## src/sv/assert_macros.svh

```systemverilog
// ----------------------------------------------------------------------------
// Assertion macros
// Shared concurrent assertion wrappers. They expand to nothing when SYNTH is set.
// ----------------------------------------------------------------------------
`ifndef ASSERT_MACROS_SVH
`define ASSERT_MACROS_SVH

`ifndef SYNTH
`define SSG_ASSERT(lbl, clk, rstn, prop) \
  lbl: assert property (@(posedge clk) disable iff (!rstn) prop) \
    else $error("assertion failed");
`define SSG_ASSERT_NEXT(lbl, clk, rstn, pre, post) \
  lbl: assert property (@(posedge clk) disable iff (!rstn) pre |=> post) \
    else $error("assertion failed");
`else
`define SSG_ASSERT(lbl, clk, rstn, prop)
`define SSG_ASSERT_NEXT(lbl, clk, rstn, pre, post)
`endif

`endif

```

## src/sv/ssg_pkg.sv

```systemverilog
// ----------------------------------------------------------------------------
// Surrogate gradient package
// Mode codes, register indexes, fixed-point constants and shared types.
// ----------------------------------------------------------------------------
`timescale 1ns / 1ps

package ssg_pkg;

  typedef enum logic [1:0] {
    MODE_ATAN    = 2'd0,
    MODE_SIGMOID = 2'd1,
    MODE_FAST    = 2'd2,
    MODE_NONE    = 2'd3
  } mode_e;

  localparam int unsigned CFG_IDX_W  = 8;
  localparam int unsigned CFG_DATA_W = 16;
  localparam logic [CFG_IDX_W-1:0] REG_MODE  = 8'd0;
  localparam logic [CFG_IDX_W-1:0] REG_ALPHA = 8'd1;

  localparam logic [15:0] ALPHA_RESET = 16'd512;
  localparam logic [16:0] HALF_PI_Q16 = 17'd102944;
  localparam logic [16:0] LOG2E_Q16   = 17'd94548;
  localparam logic [29:0] LN2_Q30     = 30'd744261118;
  localparam logic [30:0] ONE_Q30     = 31'h4000_0000;

  localparam int unsigned POT_W    = 16;
  localparam int unsigned GRAD_W   = 16;
  localparam int unsigned DSQ_W    = 57;
  localparam int unsigned Y_W      = 30;
  localparam int unsigned K_W      = 12;
  localparam int unsigned TERM_W   = 31;
  localparam int unsigned SUM_W    = 32;
  localparam int unsigned E_W      = 24;
  localparam int unsigned NUM_W    = 64;
  localparam int unsigned DIV_W    = 58;
  localparam int unsigned N_TERMS  = 10;

  typedef struct packed {
    logic             spike;
    logic [DSQ_W-1:0] dsq;
  } side_t;

endpackage

```

## src/sv/ssg_front.sv

```systemverilog
// ----------------------------------------------------------------------------
// Surrogate gradient front end
// Six stages: magnitude, alpha product, squared denominator and exp argument.
// ----------------------------------------------------------------------------
`timescale 1ns / 1ps

module ssg_front import ssg_pkg::*; (
  input  logic                    clk_i,
  input  logic                    rst_ni,
  input  logic                    en_i,
  input  logic                    valid_i,
  input  logic signed [POT_W-1:0] potential_i,
  input  mode_e                   mode_i,
  input  logic [15:0]             alpha_i,
  output logic                    valid_o,
  output logic [Y_W-1:0]          y_o,
  output logic [K_W-1:0]          k_o,
  output side_t                   side_o
);

  logic [5:0] v_q;

  logic [15:0] pot_u, mag_d, mag1_q;
  logic        spk1_q, spk2_q, spk3_q, spk4_q, spk5_q, spk6_q;
  logic [31:0] am_full;
  logic [30:0] am2_q;
  logic [47:0] pu3_q;
  logic [31:0] z_full;
  logic [26:0] z3_q;
  logic [48:0] u_full;
  logic [27:0] sel_d, sel4_q;
  logic [43:0] tz4_q;
  logic [55:0] sq;
  logic [DSQ_W-1:0] dsq5_q, dsq6_q;
  logic [44:0] t_full;
  logic [K_W-1:0] k5_q, k6_q;
  logic [15:0] f5_q;
  logic [45:0] y_full;
  logic [Y_W-1:0] y6_q;

  assign pot_u   = potential_i;
  assign mag_d   = pot_u[15] ? (~pot_u + 16'd1) : pot_u;
  assign am_full = 32'(alpha_i) * 32'(mag1_q);
  assign z_full  = 32'(am2_q) + 32'd8;
  assign u_full  = 49'(pu3_q) + 49'h8_0000;
  assign sel_d   = (mode_i == MODE_ATAN) ? u_full[47:20] : (28'h1_0000 + 28'(z3_q));
  assign sq      = 56'(sel4_q) * 56'(sel4_q);
  assign t_full  = 45'(tz4_q) + 45'h8000;
  assign y_full  = 46'(f5_q) * 46'(LN2_Q30);

  always_ff @(posedge clk_i or negedge rst_ni) begin
    if (!rst_ni) begin
      v_q <= '0;
    end else if (en_i) begin
      v_q <= {v_q[4:0], valid_i};
    end
  end

  always_ff @(posedge clk_i) begin
    if (en_i) begin
      mag1_q <= mag_d;
      spk1_q <= ~pot_u[15];
      am2_q  <= am_full[30:0];
      spk2_q <= spk1_q;
      pu3_q  <= 48'(am2_q) * 48'(HALF_PI_Q16);
      z3_q   <= z_full[30:4];
      spk3_q <= spk2_q;
      sel4_q <= sel_d;
      tz4_q  <= 44'(z3_q) * 44'(LOG2E_Q16);
      spk4_q <= spk3_q;
      dsq5_q <= ((mode_i == MODE_ATAN) ? 57'h1_0000_0000 : 57'd0) + 57'(sq);
      k5_q   <= t_full[43:32];
      f5_q   <= t_full[31:16];
      spk5_q <= spk4_q;
      y6_q   <= y_full[45:16];
      k6_q   <= k5_q;
      dsq6_q <= dsq5_q;
      spk6_q <= spk5_q;
    end
  end

  assign valid_o     = v_q[5];
  assign y_o         = y6_q;
  assign k_o         = k6_q;
  assign side_o.spike = spk6_q;
  assign side_o.dsq  = dsq6_q;

endmodule

```

## config.mk

```make
export PLATFORM = sky130hd
export DESIGN_NAME = ssg_front
export DESIGN_NICKNAME = d
export VERILOG_FILES = /design/src/sv/assert_macros.svh /design/src/sv/ssg_pkg.sv /design/src/sv/ssg_front.sv
export SDC_FILE = /design/constraint.sdc
export NUM_CORES = 2
export LEC_CHECK = 0
export BUFFER_PORTS_ARGS = -buffer_cell sky130_fd_sc_hd__buf_2
export CAP_MARGIN = 20
export CELL_PAD_IN_SITES_DETAIL_PLACEMENT = 0
export CELL_PAD_IN_SITES_GLOBAL_PLACEMENT = 2
export CORE_UTILIZATION = 40
export DETAILED_ROUTE_END_ITERATION = 10
export HOLD_SLACK_MARGIN = 0.08
export PLACE_DENSITY_LB_ADDON = 0.1
export SKIP_LAST_GASP = 1
export SYNTH_ARGS = -nofsm -noshare
export SYNTH_HDL_FRONTEND = slang
export SYNTH_SLANG_ARGS = --single-unit
```

## constraint.sdc

```tcl
create_clock -name clk_i -period 22.3 [get_ports clk_i]
set_input_delay 3.345 -clock clk_i [delete_from_list [all_inputs] [get_ports clk_i]]
set_output_delay 3.345 -clock clk_i [all_outputs]
set_load 0.005 [all_outputs]
```

==> impl_results.md <==
- Status: finished clean
- Maximum clock rate: 107 MHz
- Maximum number of pins on one net before global-route repair: 77
- Worst-case clock buffer depth: 3
- Die Span X: 394 µm
- Layout Nets: 8055
- Combinational family with the most area after synthesis: adder cells
- Critical Path Stages: 28
- Pre-antenna DRT Iters: 5
- Post-Syn Instances: 5905
- Class of the tightest hold or removal check: flop to flop
- Part of the cycle the worst path needs: 42.0%
- Final routed wire length divided by cell count: 18.6 µm
- R2r worst-path depth: 28
- Buffering stage count on the worst path with inverters included: 8
- Library cell with the largest summed area after synthesis: sky130_fd_sc_hd__fa_1
- CP arrival: 9.78 ns
- Unique masters post-synth: 70
- CP most frequent cell: sky130_fd_sc_hd__fa_1
- CTS root buf: sky130_fd_sc_hd__clkbuf_16
- Critical path peak fanout: 21
- Effective utilization at floorplan: 40.4%
- Share of synthesized cell area in and, or, nand and nor gates: 8.81%
- Die Ht: 394 µm
- Total number of yosys warnings: 0
- Adder-cell share of the synthesized area: 55.1%
- Total area of sequential cells: 10600 µm²
- Share of layout cells above drive strength 1: 4.56%
- Gp weighted congestion: 0.860
- Register bit total from synthesis: 354
- GRT Residual Overflow: 0
- FILL cells: 14900
- Dominant synthesized flop cell: sky130_fd_sc_hd__edfxtp_1
- Gates resized, CTS repair: 0
- First-pass GRT wire length: 240000 µm
- Asr flop ratio synth: 1.69%
- Half-perimeter wire length after placement: 123000 µm
- Clock slew at reported path FFs: 0.06 ns
- Worst slack, placed: 12.25 ns
- Longest individual stage delay on the worst path: 0.55 ns
- Minimum clock period after layout: 9.38 ns
- Kind of critical path: flop to flop
- Total die area: 156000 µm²
- Post-DR vias/cell: 4.75
- Sort of element at the start of the critical path: flop
- Syn_area_per_cell: 10.4 µm²
- Post-synth top area share: 37.4%
- Rel. slew slack: 34.5%
- Xor and xnor area share after synthesis: 3.88%
- Highest-delay cell along the critical path: sky130_fd_sc_hd__clkinv_1
- DRC errors left: 0
- Cell row count: 143
- Slew of the pin with the lowest slew margin: 0.983 ns
- Hold Fails Final Rpt: 0
- CP Data Required Time: 22.70 ns
- Floorplan core area: 152000 µm²
- Routed Antenna Nets: 0
- Netlist area before placement: 61600 µm²
- Post-CTS repair timing setup buffer count: 0
- Vias in the first global route: 42600
- Detailed Route Iter0 Violations: 1546
- Hold path depth: 0
- Initial antenna violation count: 4
- Setup repair after global routing missed its margin: false
- Share of the yosys chip area belonging to registers: 17.2%
- Port Buf Inserts: 137
- Leading post-synthesis cells by cell area: sky130_fd_sc_hd__fa_1, sky130_fd_sc_hd__ha_1, sky130_fd_sc_hd__edfxtp_1
- Mux contribution to synthesized area: 0.179%
- # clock sinks: 354
- Clock buffers created by TritonCTS: 47
- Pins Over Slew Limit: 0
- All-layer global routing usage: 19.9%
- DRT Wirelength: 150000 µm
- Net Count, Synth: 7962
- Kind of cell with the highest combined delay on the critical path: adder cells
- Area delta synth->final: 7.49%
- Number of synthesized flops with an enable pin: 348
- Final worst slack: 12.92 ns
- Boundary pin count: 139
- Skew final: 0.0381 ns
- Number of buffers inserted by hold repair at cts: 0
- Footprint of the multi-input gates: 44900 µm²
- TritonCTS clock tree: done
- Clk Latency, worst-skew pair: 0.67 ns
- Total of max-cap violations: 0
- Final setup fails: 0
- Post-synthesis compound-gate area fraction: 4.90%
- Total vias in the final route: 38300
- Htree depth: 2
- Worst setup EP type: flop
- Sum of negative setup slack: 0 ns
-- cell usage in the layout (no fill, tap or decap), drive strengths merged, types with 10 or more instances in the layout --
cell	count
a211oi	19
a21o	78
a21oi	171
a31oi	11
and2	252
and3	29
buf	172
clkbuf	52
clkinv	17
edfxtp	348
fa	1152
ha	867
inv	1507
nand2	481
nand2b	13
nand3	68
nand4	26
nor2	180
nor2b	31
nor3	25
o211ai	10
o21a	18
o21ai	80
o21bai	20
o31ai	11
xnor2	186
xor2	87
-- synthesized netlist by cell type (11+ instances only) --
cell,instances
sky130_fd_sc_hd__xnor2_1,186
sky130_fd_sc_hd__inv_1,1501
sky130_fd_sc_hd__nor2_1,180
sky130_fd_sc_hd__o21a_1,18
sky130_fd_sc_hd__nor3_1,25
sky130_fd_sc_hd__fa_1,1152
sky130_fd_sc_hd__nand3_1,68
sky130_fd_sc_hd__o21ai_1,18
sky130_fd_sc_hd__and2_1,252
sky130_fd_sc_hd__edfxtp_1,348
sky130_fd_sc_hd__a21o_1,78
sky130_fd_sc_hd__o21bai_1,20
sky130_fd_sc_hd__a21oi_1,170
sky130_fd_sc_hd__clkbuf_1,124
sky130_fd_sc_hd__nand2_1,481
sky130_fd_sc_hd__xor2_1,87
sky130_fd_sc_hd__o31ai_1,11
sky130_fd_sc_hd__nand4_1,26
sky130_fd_sc_hd__nand2b_1,13
sky130_fd_sc_hd__and3_1,29
sky130_fd_sc_hd__o21ai_0,62
sky130_fd_sc_hd__nor2b_1,31
sky130_fd_sc_hd__a31oi_1,11
sky130_fd_sc_hd__a211oi_1,16
sky130_fd_sc_hd__ha_1,867
-- cell families (layout without fill, tap and decap cells) --
group                      Yosys count  in the layout
DFF                                354            354
xor gates and xnor gates           273            273
buffers and inverters             1630           1759
other                                1              2
and+or+nand+nor                   1145           1145
adders and majority gates         2019           2019
AOI/OAI and AO/OA                  473            473
muxes                               10             10
-- worst reg2reg max path, delay by kind of cell, from the launching register on --
kind / cells / cell delay [ns]
AND/OR/NAND/NOR: 2 / 0.90
adder cells (fa/ha/maj): 9 / 4.00
XOR/XNOR: 1 / 0.11
buffers and inverters: 8 / 1.32
AO/OA/AOI/OAI: 8 / 2.47
flip-flops: 1 / 0.32
-- worst paths after layout --
check	startpoint	to	slack [ns]
worst min register to register	dsq5_q[7]$_DFFE_PP_	dsq6_q[7]$_DFFE_PP_	0.42
worst max-delay path	sel4_q[3]$_DFFE_PP_	dsq5_q[54]$_DFFE_PP_	12.92
worst min-delay path	dsq5_q[7]$_DFFE_PP_	dsq6_q[7]$_DFFE_PP_	0.42
max in group asynchronous	rst_ni	v_q[3]$_DFFE_PN0P_	19.67
min in group asynchronous	rst_ni	v_q[5]$_DFFE_PN0P_	2.49
worst max register to register	sel4_q[3]$_DFFE_PP_	dsq5_q[54]$_DFFE_PP_	12.92
-- registers in the layout, indices dropped and copies added (netlist names), 6 cells and up --
register  cells
dsq5_q       56
dsq6_q       56
am2_q        31
y_o          30
pu3_q        29
tz4_q        29
sel4_q       28
z3_q         27
f5_q         16
mag1_q       16
k5_q         12
k_o          12
v_q           6
-- layout make-up --
cell class                 instances  area share (%)
inverter                        1502            8.52
timing repair buffer             172            1.45
clock inverter                    33           0.592
tap                             2030            3.84
multi-input combinational       3921            67.8
antenna                            1         0.00378
clock buffer                      52            1.80
sequential                       354            16.0
-- routing by layer --
metal | track usage (%) | routed length (µm)
met2 | 34.2 | 72300
met3 | 2.80 | 5570
met5 | 0 | 0
met4 | 4.28 | 3340
met1 | 26.8 | 68900
-- through the flow --
stage / hold WS, ns / instances / area [µm²] / util (%)
4_1_cts: 0.418 / 8063 / 66200 / 43.4
3_5_place_dp: 0.405 / 7978 / 64600 / 42.4
6_report: 0.416 / 8065 / 66200 / 43.4
3_3_place_gp: 0.403 / 7978 / 64600 / 42.4
5_1_grt: 0.420 / 8064 / 66200 / 43.4
2_1_floorplan: 0.400 / 5905 / 61600 / -
Power is left out: the tool's default activity adds up to more than one toggle a clock period on the data nets, which glitch-free logic cannot reach.
